===== src/design/bwmv_pkg.sv =====
// bwmv_pkg: types, codes and constants shared by the bf16 weight matrix-vector block.
// No dependencies; imported by bwmv_dadd, bf16_weight_matvec_top and the testbench.
package bwmv_pkg;

	localparam int MAX_IN_DEF  = 1024;
	localparam int MAX_OUT_DEF = 4096;

	localparam int IN_LEN_W   = 11;
	localparam int OUT_LEN_W  = 13;
	localparam int CFG_DATA_W = 13;

	localparam logic [IN_LEN_W-1:0]  IN_LEN_RST  = 11'd1024;
	localparam logic [OUT_LEN_W-1:0] OUT_LEN_RST = 13'd256;

	localparam logic CFG_IN_LENGTH  = 1'b0;
	localparam logic CFG_OUT_LENGTH = 1'b1;

	localparam logic OP_LOAD   = 1'b0;
	localparam logic OP_WEIGHT = 1'b1;

	localparam logic [15:0] BF16_EXP_MASK = 16'h7F80;
	localparam int          BF16_SHIFT    = 16;

	localparam logic [31:0] F32_QNAN    = 32'h7FC0_0000;
	localparam logic [30:0] F32_INF_MAG = 31'h7F80_0000;

	localparam int EXP_W = 11;
	localparam int SIG_W = 53;

	typedef struct packed {
		logic        op;
		logic [31:0] act_value;
		logic [9:0]  act_index;
		logic [15:0] weight_raw;
	} in_item_t;

	typedef struct packed {
		logic [31:0] out_value;
		logic [11:0] out_index;
		logic        last_output;
	} out_item_t;

	// Double value: sig holds the leading one at bit SIG_W-1, exp is its unbiased weight.
	typedef struct packed {
		logic                    nan;
		logic                    inf;
		logic                    zero;
		logic                    sign;
		logic signed [EXP_W-1:0] exp;
		logic [SIG_W-1:0]        sig;
	} dbl_t;

endpackage


===== src/design/bwmv_dadd.sv =====
// bwmv_dadd: four-stage double-precision adder with round to nearest even.
// Depends on bwmv_pkg (dbl_t, EXP_W, SIG_W).
module bwmv_dadd import bwmv_pkg::*; (
	input  logic clk,
	input  logic arst_n,
	input  logic start,
	input  dbl_t acc,
	input  dbl_t addend,
	output logic done,
	output dbl_t sum
);

	localparam int GW = SIG_W + 3;
	localparam int SW = $clog2(GW);

	function automatic logic [SW-1:0] lzc(input logic [GW-1:0] v);
		logic [SW-1:0] n;
		n = '0;
		for (int i = 0; i < GW; i++) begin
			if (v[i]) begin
				n = SW'(GW - 1 - i);
			end
		end
		return n;
	endfunction

	// stage 1: order operands, align the smaller one
	logic             a_gt;
	dbl_t             big, sml, byp;
	logic             byp_en;
	logic [EXP_W-1:0] dexp;
	logic [GW-1:0]    sml_x, sml_al;
	logic             sml_st;

	always_comb begin
		a_gt = (acc.exp > addend.exp) || (acc.exp == addend.exp && acc.sig >= addend.sig);
		big = a_gt ? acc : addend;
		sml = a_gt ? addend : acc;
		dexp = big.exp - sml.exp;
		sml_x = {sml.sig, 3'b000};
		if (dexp >= EXP_W'(GW)) begin
			sml_al = '0;
			sml_st = 1'b1;
		end else begin
			sml_al = sml_x >> dexp[SW-1:0];
			sml_st = |(sml_x & ((GW'(1) << dexp[SW-1:0]) - GW'(1)));
		end
		byp = acc;
		byp_en = 1'b1;
		priority if (acc.nan || addend.nan || (acc.inf && addend.inf && acc.sign != addend.sign)) begin
			byp = '0;
			byp.nan = 1'b1;
		end else if (acc.inf || addend.inf) begin
			byp = '0;
			byp.inf = 1'b1;
			byp.sign = acc.inf ? acc.sign : addend.sign;
		end else if (addend.zero) begin
			byp = acc;
			if (acc.zero) begin
				byp.sign = acc.sign & addend.sign;
			end
		end else if (acc.zero) begin
			byp = addend;
		end else begin
			byp_en = 1'b0;
		end
	end

	logic                    v_s1, byp_en_s1, sign_s1, sub_s1;
	dbl_t                    byp_s1;
	logic [SIG_W-1:0]        big_s1;
	logic [GW-1:0]           al_s1;
	logic signed [EXP_W-1:0] exp_s1;

	logic                    v_s2, byp_en_s2, sign_s2;
	dbl_t                    byp_s2;
	logic [GW:0]             sum_s2;
	logic signed [EXP_W-1:0] exp_s2;

	logic                    v_s3, byp_en_s3, sign_s3, zero_s3;
	dbl_t                    byp_s3;
	logic [GW:0]             sum_s3;
	logic [SW-1:0]           lz_s3;
	logic signed [EXP_W-1:0] exp_s3;

	logic                    v_s4;
	dbl_t                    sum_s4;

	always_ff @(posedge clk or negedge arst_n) begin
		if (!arst_n) begin
			v_s1 <= 1'b0;
			v_s2 <= 1'b0;
			v_s3 <= 1'b0;
			v_s4 <= 1'b0;
		end else begin
			v_s1 <= start;
			v_s2 <= v_s1;
			v_s3 <= v_s2;
			v_s4 <= v_s3;
		end
	end

	always_ff @(posedge clk) begin
		byp_en_s1 <= byp_en;
		byp_s1    <= byp;
		big_s1    <= big.sig;
		al_s1     <= {sml_al[GW-1:1], sml_al[0] | sml_st};
		exp_s1    <= big.exp;
		sign_s1   <= big.sign;
		sub_s1    <= acc.sign ^ addend.sign;
	end

	// stage 2: add or subtract magnitudes
	always_ff @(posedge clk) begin
		byp_en_s2 <= byp_en_s1;
		byp_s2    <= byp_s1;
		exp_s2    <= exp_s1;
		sign_s2   <= sign_s1;
		if (sub_s1) begin
			sum_s2 <= {1'b0, big_s1, 3'b000} - {1'b0, al_s1};
		end else begin
			sum_s2 <= {1'b0, big_s1, 3'b000} + {1'b0, al_s1};
		end
	end

	// stage 3: leading-zero count
	always_ff @(posedge clk) begin
		byp_en_s3 <= byp_en_s2;
		byp_s3    <= byp_s2;
		exp_s3    <= exp_s2;
		sign_s3   <= sign_s2;
		sum_s3    <= sum_s2;
		zero_s3   <= (sum_s2 == '0);
		lz_s3     <= lzc(sum_s2[GW-1:0]);
	end

	// stage 4: normalise and round
	logic [GW-1:0]           nrm;
	logic signed [EXP_W-1:0] e4;
	logic                    up;
	logic [SIG_W:0]          rsig;
	dbl_t                    res;

	always_comb begin
		if (sum_s3[GW]) begin
			nrm = {sum_s3[GW:2], sum_s3[1] | sum_s3[0]};
			e4 = exp_s3 + EXP_W'(1);
		end else begin
			nrm = sum_s3[GW-1:0] << lz_s3;
			e4 = exp_s3 - EXP_W'(lz_s3);
		end
		up = nrm[2] & (nrm[1] | nrm[0] | nrm[3]);
		rsig = {1'b0, nrm[GW-1:3]} + (SIG_W+1)'(up);
		res = '0;
		res.sign = sign_s3;
		if (rsig[SIG_W]) begin
			res.sig = rsig[SIG_W:1];
			res.exp = e4 + EXP_W'(1);
		end else begin
			res.sig = rsig[SIG_W-1:0];
			res.exp = e4;
		end
		priority if (byp_en_s3) begin
			res = byp_s3;
		end else if (zero_s3) begin
			res = '0;
			res.zero = 1'b1;
		end
	end

	always_ff @(posedge clk) begin
		sum_s4 <= res;
	end

	assign done = v_s4;
	assign sum  = sum_s4;

	a_stage_onehot: assert property (@(posedge clk) disable iff (!arst_n)
		$onehot0({v_s1, v_s2, v_s3, v_s4}))
		else $error("more than one addition in flight");
	a_start_to_done: assert property (@(posedge clk) disable iff (!arst_n)
		start |=> ##3 done)
		else $error("adder latency broken");
	a_normalised: assert property (@(posedge clk) disable iff (!arst_n)
		done && !sum.nan && !sum.inf && !sum.zero |-> sum.sig[SIG_W-1])
		else $error("finite sum not normalised");

endmodule


===== config.mk =====
export PLATFORM = sky130hd
export DESIGN_NAME = bwmv_dadd
export DESIGN_NICKNAME = d
export VERILOG_FILES = /design/src/design/bwmv_pkg.sv /design/src/design/bwmv_dadd.sv
export SDC_FILE = /design/constraint.sdc
export NUM_CORES = 2
export LEC_CHECK = 0
export BUFFER_PORTS_ARGS = -buffer_cell sky130_fd_sc_hd__buf_2
export CORE_MARGIN = 2
export CORE_UTILIZATION = 52
export DETAILED_ROUTE_END_ITERATION = 8
export HOLD_SLACK_MARGIN = 0.05
export PLACE_DENSITY = 0.75
export SETUP_SLACK_MARGIN = 0.5
export SLEW_MARGIN = 30
export SYNTH_ARGS = -nofsm -noshare
export SYNTH_HDL_FRONTEND = slang
export SYNTH_SLANG_ARGS = --single-unit

===== constraint.sdc =====
create_clock -name clk -period 7.4 [get_ports clk]
set_input_delay 1.11 -clock clk [delete_from_list [all_inputs] [get_ports clk]]
set_output_delay 1.11 -clock clk [all_outputs]
set_load 0.02 [all_outputs]

==> After elaboration in Yosys (flattened, before gate mapping) <==
Index checks and enable logic that the tools add are counted.
{ "op_classes": {"order_cmp": 3, "addsub": 8, "shifts": 3, "n_reduce_logical": 16, "bitwise_logic": 8, "eq_ne": 2, "mux": 71} }
{ "ops": {"columns": ["op", "n"], "rows": [
  ["68-bit two-way mux", 4],
  ["6-bit two-way mux", 24],
  ["64-bit two-way mux", 2],
  ["5-bit two-way mux", 16],
  ["66-bit two-way mux", 1],
  ["65-bit two-way mux", 1],
  ["56-bit by 56-bit adder with 57-bit output", 1],
  ["57-bit zero test", 1],
  ["57-bit two-way mux", 1],
  ["56-bit by 56-bit subtractor with 57-bit output", 1],
  ["56-bit AND", 1],
  ["56-bit two-way mux", 1],
  ["56-bit OR reduction", 1],
  ["1-bit by 6-bit << shifter with 56-bit output (first input constant)", 1],
  ["56-bit by 6-bit << shifter with 56-bit output", 1],
  ["56-bit by 6-bit >> shifter with 56-bit output", 1],
  ["56-bit by 1-bit subtractor with 56-bit output (second input constant)", 1],
  ["53-bit by 1-bit adder with 54-bit output", 1],
  ["53-bit greater-or-equal comparator", 1],
  ["4-bit two-way mux", 8],
  ["32-bit OR reduction", 1],
  ["11-bit by 2-bit adder with 11-bit output (second input constant)", 2],
  ["16-bit OR reduction", 1],
  ["3-bit two-way mux", 4],
  ["other kinds (18)", 34]
]} }
{ "totals": {"output_inout_bits": 69, "inputBits": 139, "reg_bits": 546} }

==> Longest topological paths before layout <==
{ "logic_depth": {"depth_word": 55, "ltp_mapped": 23, "depth_no_buf": 20} }

==> Worst setup path before layout <==
Ideal clock, no wire load.
{ "synth_timing": {"kind": "input port to flip-flop", "from": "input addend[56] (netlist bit)", "to": "register al_s1[1]", "setup_ps": 159, "slack_ps": 736, "n_path_buf": 6, "arrival_time_ps": 6506, "stages": 22, "required_time_ps": 7241, "cell_sequence": "inv_1 ha_1 buf_2 nand3_1 or4_1 or3_1 a211oi_1 o311ai_1 a211o_1 and2_1 ha_1 clkbuf_1 buf_1 clkbuf_1 buf_1 clkbuf_1 mux2i_1 nor2_1 a31oi_1 o21ai_0 a211oi_1 a211oi_1"} }
{ "synth_via": {"elab_chain_len": 6, "word_cells_on_any_way": 9, "cone_classes": "add/sub: 1; order compare: 2; eq/ne: 1; shift: 1; mux: 2; reduce/logical: 2"} }
{ "synth_lines": {"columns": ["element", "line", "source"], "rows": [
  ["start: declaration", "bwmv_dadd.sv:8", "input dbl_t addend,"],
  ["branches (longest 6 deep; another with 11-bit > comparator)", null, null],
  ["end signal: assignment", "bwmv_dadd.sv:107", "al_s1 <= {sml_al[GW-1:1], sml_al[0] | sml_st};"],
  ["end: declaration", "bwmv_dadd.sv:72", "logic [GW-1:0] al_s1;"]
]} }
Parallel ways; which one is timed is not known.
A chain may end at the register's enable or synchronous reset.

==> Final worst setup path <==
{ "layout_timing": {"from": "input addend[55] (netlist bit)", "to": "register al_s1[0]"} }
{ "layout_via": {"elab_chain_len": 11, "word_cells_on_any_way": 16, "cone_classes": "add/sub: 2; order compare: 2; eq/ne: 1; shift: 2; mux: 4; bitwise: 2; reduce/logical: 3"} }
{ "layout_lines": {"columns": ["element", "line"], "rows": [
  ["branches (longest 10 deep; another with 56-bit by 1-bit subtractor with 56-bit output)", null],
  ["1-bit OR *", "bwmv_dadd.sv:107"]
]} }
Mark *: on every way between the ends.

==> metrics.yaml <==
outcome: "finished clean"
netlist.area_leader.share_pct: 33.5
row_count: 91
wl_met2_um: 52400
syn_area_sq_mm: 0.0324
fillCellCount: 5516
maxCapViolations: 0
area_delta_synth_final_pct: 11.4
rsz0062_at_grt: "no"
syn-num-nets: 4117
worstReg2RegStart: "lz_s3[0]"
ys_seq_area_share_pct: 33.8
met3WireLength_um: 11100
multiInputGateArea_sq_mm: 0.0198
cp-end-kind: "register"
cts_tree: "yes"
synth_seq_cells: 546
io_pins: 208
drc_errors: 0
via_count: 29900
ys_types: 95
routed.top_layer: "met5"
grt_max_degree: 121
antenna_found_initial: 24
regArea_sq_mm: 0.0110
synthMostInstantiatedCell: "dfxtp_1"
dp_hpwl_um: 93000
die_h_um: 254
drive_above_1_share_pct: 14.2
arrival_ps: 7100
fin_util_pct: 58.6
syn-mean-instance-area_sq_um: 8.55
slew_headroom_pct: 33.5
crit_family: "simple AND/OR/NAND/NOR gates"
cts_inserted_buffers: 55
p_per_area_mw_per_mm2: 334
rr_worst_depth: 14
slowest_delay_ps: 580
cp_max_fo: 7
routedLengthMet1_um: 48100
path_cells: "buf_2 > inv_1 > ha_1 > nand3_1 > or4_1 > or3_1 > a211oi_1 > o311ai_1 > a211o_1 > and2_1 > ha_4 > o31ai_1 > nand2_2 > mux2i_1 > and2_1 > nand2_1 > nand4_1 > a2111oi_0 > nand4_1 > or4_1"
totalWireLength_um: 118000
max_freq_ghz: 0.150
peakVddDrop_uv: 233
via_per_inst: 6.24
postSynthCellCount: 3794
synth_area_leaders: "dfxtp_1, ha_1, mux4_2, nand2_1, mux2i_1"
path_class: "primary input to register"
dr.first_iter.drc_count: 3554
cp_num_cells: 20
rrSetupSlack_ps: 780
cts_sinks: 546
fp.dieArea_sq_mm: 0.0644
clk_pin_slew_worst_paths_ps: 60
die_width_um: 254
slowest_stage: "a2111oi_0"
hold_path.class: "primary input to asynchronous set/reset pin"
instances_no_fill: 4793
yosys-top-cells-count: "dfxtp_1, nand2_1, a21oi_1"
ant_nets: 0
routedWlPerCell_um: 24.7
timing.rr.end: "sum[2]"
cts-root-buf: "clkbuf_16"
critPathBufInv: 2
required_ps: 7850
finalSetupTns_ps: 0
synth-edff-count: 0
finalHoldViolations: 0
synthFlopType: "dfxtp_1"
grt_use_total_pct: 35.9
drv_slew: 0
gp_congestion: 1.03
core_sq_mm: 0.0617
tightest_slew_ps: 987
async_flop_share_pct: 0.733
cp-start-kind: "primary input"
post_cts_buffers: 0
total_power_mw: 12.1
synth_area_leader_cell: "dfxtp_1"
grt_overflow: 0
grt_pass1_wl_um: 174000
dp.cells: 4680
insertion_delay_ps: 640
ys.warnings.count: 0
fin_crit_sh_pct: 89.9
start_util_pct: 52.6
skew_ps: 76.4
fin_crit_ps: 6650
setup_viol: 0
cts.path.max_buffers: 3
grt_pass1_vias: 27500
fin_nets: 4223
io_buffers: 207
dr.pass1.iters: 6
cts_htree_levels: 2
cts_resized: 0
cts-hold-fix-buffers: 0
p_leak_nw: 15.4
==> flip-flops by register name, summed over array words and instances, names as in the netlist, 6 cells and up <==
register / cells
byp_s1: 68
byp_s2: 68
byp_s3: 68
sum: 68
sum_s2: 57
sum_s3: 57
al_s1: 56
big_s1: 53
exp_s1: 11
exp_s2: 11
exp_s3: 11
lz_s3: 6
==> per-layer routing <==
layer | GRT usage (%) | up-vias
met4 | 18.0 | 8
met3 | 5.95 | 306
met1 | 48.2 | 14100
li1 | - | 13800
met5 | 0 | -
met2 | 55.8 | 1719
==> report_power, final <==
group | total, mW | switching [mW] | leakage [nW] | internal [mW]
registers | 3.79 | 0.507 | 4.50 | 3.28
logic | 5.41 | 3.24 | 10.0 | 2.17
clock network | 2.88 | 1.22 | 0.931 | 1.67
==> how the worst max path moves through the flow <==
stage,endpoint,slack (ps),startpoint
after CTS,sum[29],730,lz_s3[0]
after floorplan,al_s1[1],740,addend[56]
after detailed placement,al_s1[54],260,addend[55]
after global placement,al_s1[0],460,addend[55]
final,al_s1[0],750,addend[55]
after global routing,al_s1[0],540,addend[55]
==> placed cells by master, fill, tap and decap left out, types with 41 or more instances in the layout <==
cell       instances
a21o_1            54
dfxtp_1          537
o21ai_0          187
nand3_1           75
buf_4             64
buf_2            207
nor3_1            99
nand2_1          473
mux2i_1          175
ha_1             180
a211oi_1          55
inv_1            204
nor2_1           310
xnor2_1           86
mux2_2            44
a22o_1            55
mux4_2            87
o31ai_1           41
clkbuf_16         55
a21oi_1          319
==> metrics by stage <==
| stage | setup slack, ps | hold WS (ps) | area, sq um |
|---|---|---|---|
| floorplan | 736 | 310 | 32400 |
| global placement | 458 | 310 | 34200 |
| detailed placement | 257 | 312 | 34200 |
| CTS | 730 | 251 | 36100 |
| global route | 545 | 256 | 36100 |
| finish | 746 | 267 | 36100 |
==> kinds of logic (layout without fill, tap and decap cells) <==
logic type | Yosys count | count (layout) | share of synthesized area, %
flip-flops | 546 | 546 | 33.8
AO/OA/AOI/OAI | 970 | 970 | 19.2
XOR/XNOR | 125 | 125 | 3.38
other | 0 | 14 | 0
buffers and inverters | 436 | 584 | 5.55
AND/OR/NAND/NOR | 1214 | 1214 | 17.0
adder cells (fa/ha/maj) | 184 | 184 | 7.14
multiplexers | 319 | 319 | 14.0
==> cell type report <==
type	instances	area share, %
multi-input cells	2812	54.7
flip-flops and latches	546	30.3
repair buffers	275	4.42
clock buffers	68	4.11
well taps	837	2.90
inverters	210	2.18
clock inverters	31	1.25
diodes	14	0.0969
(Power assumes the default switching activity.)
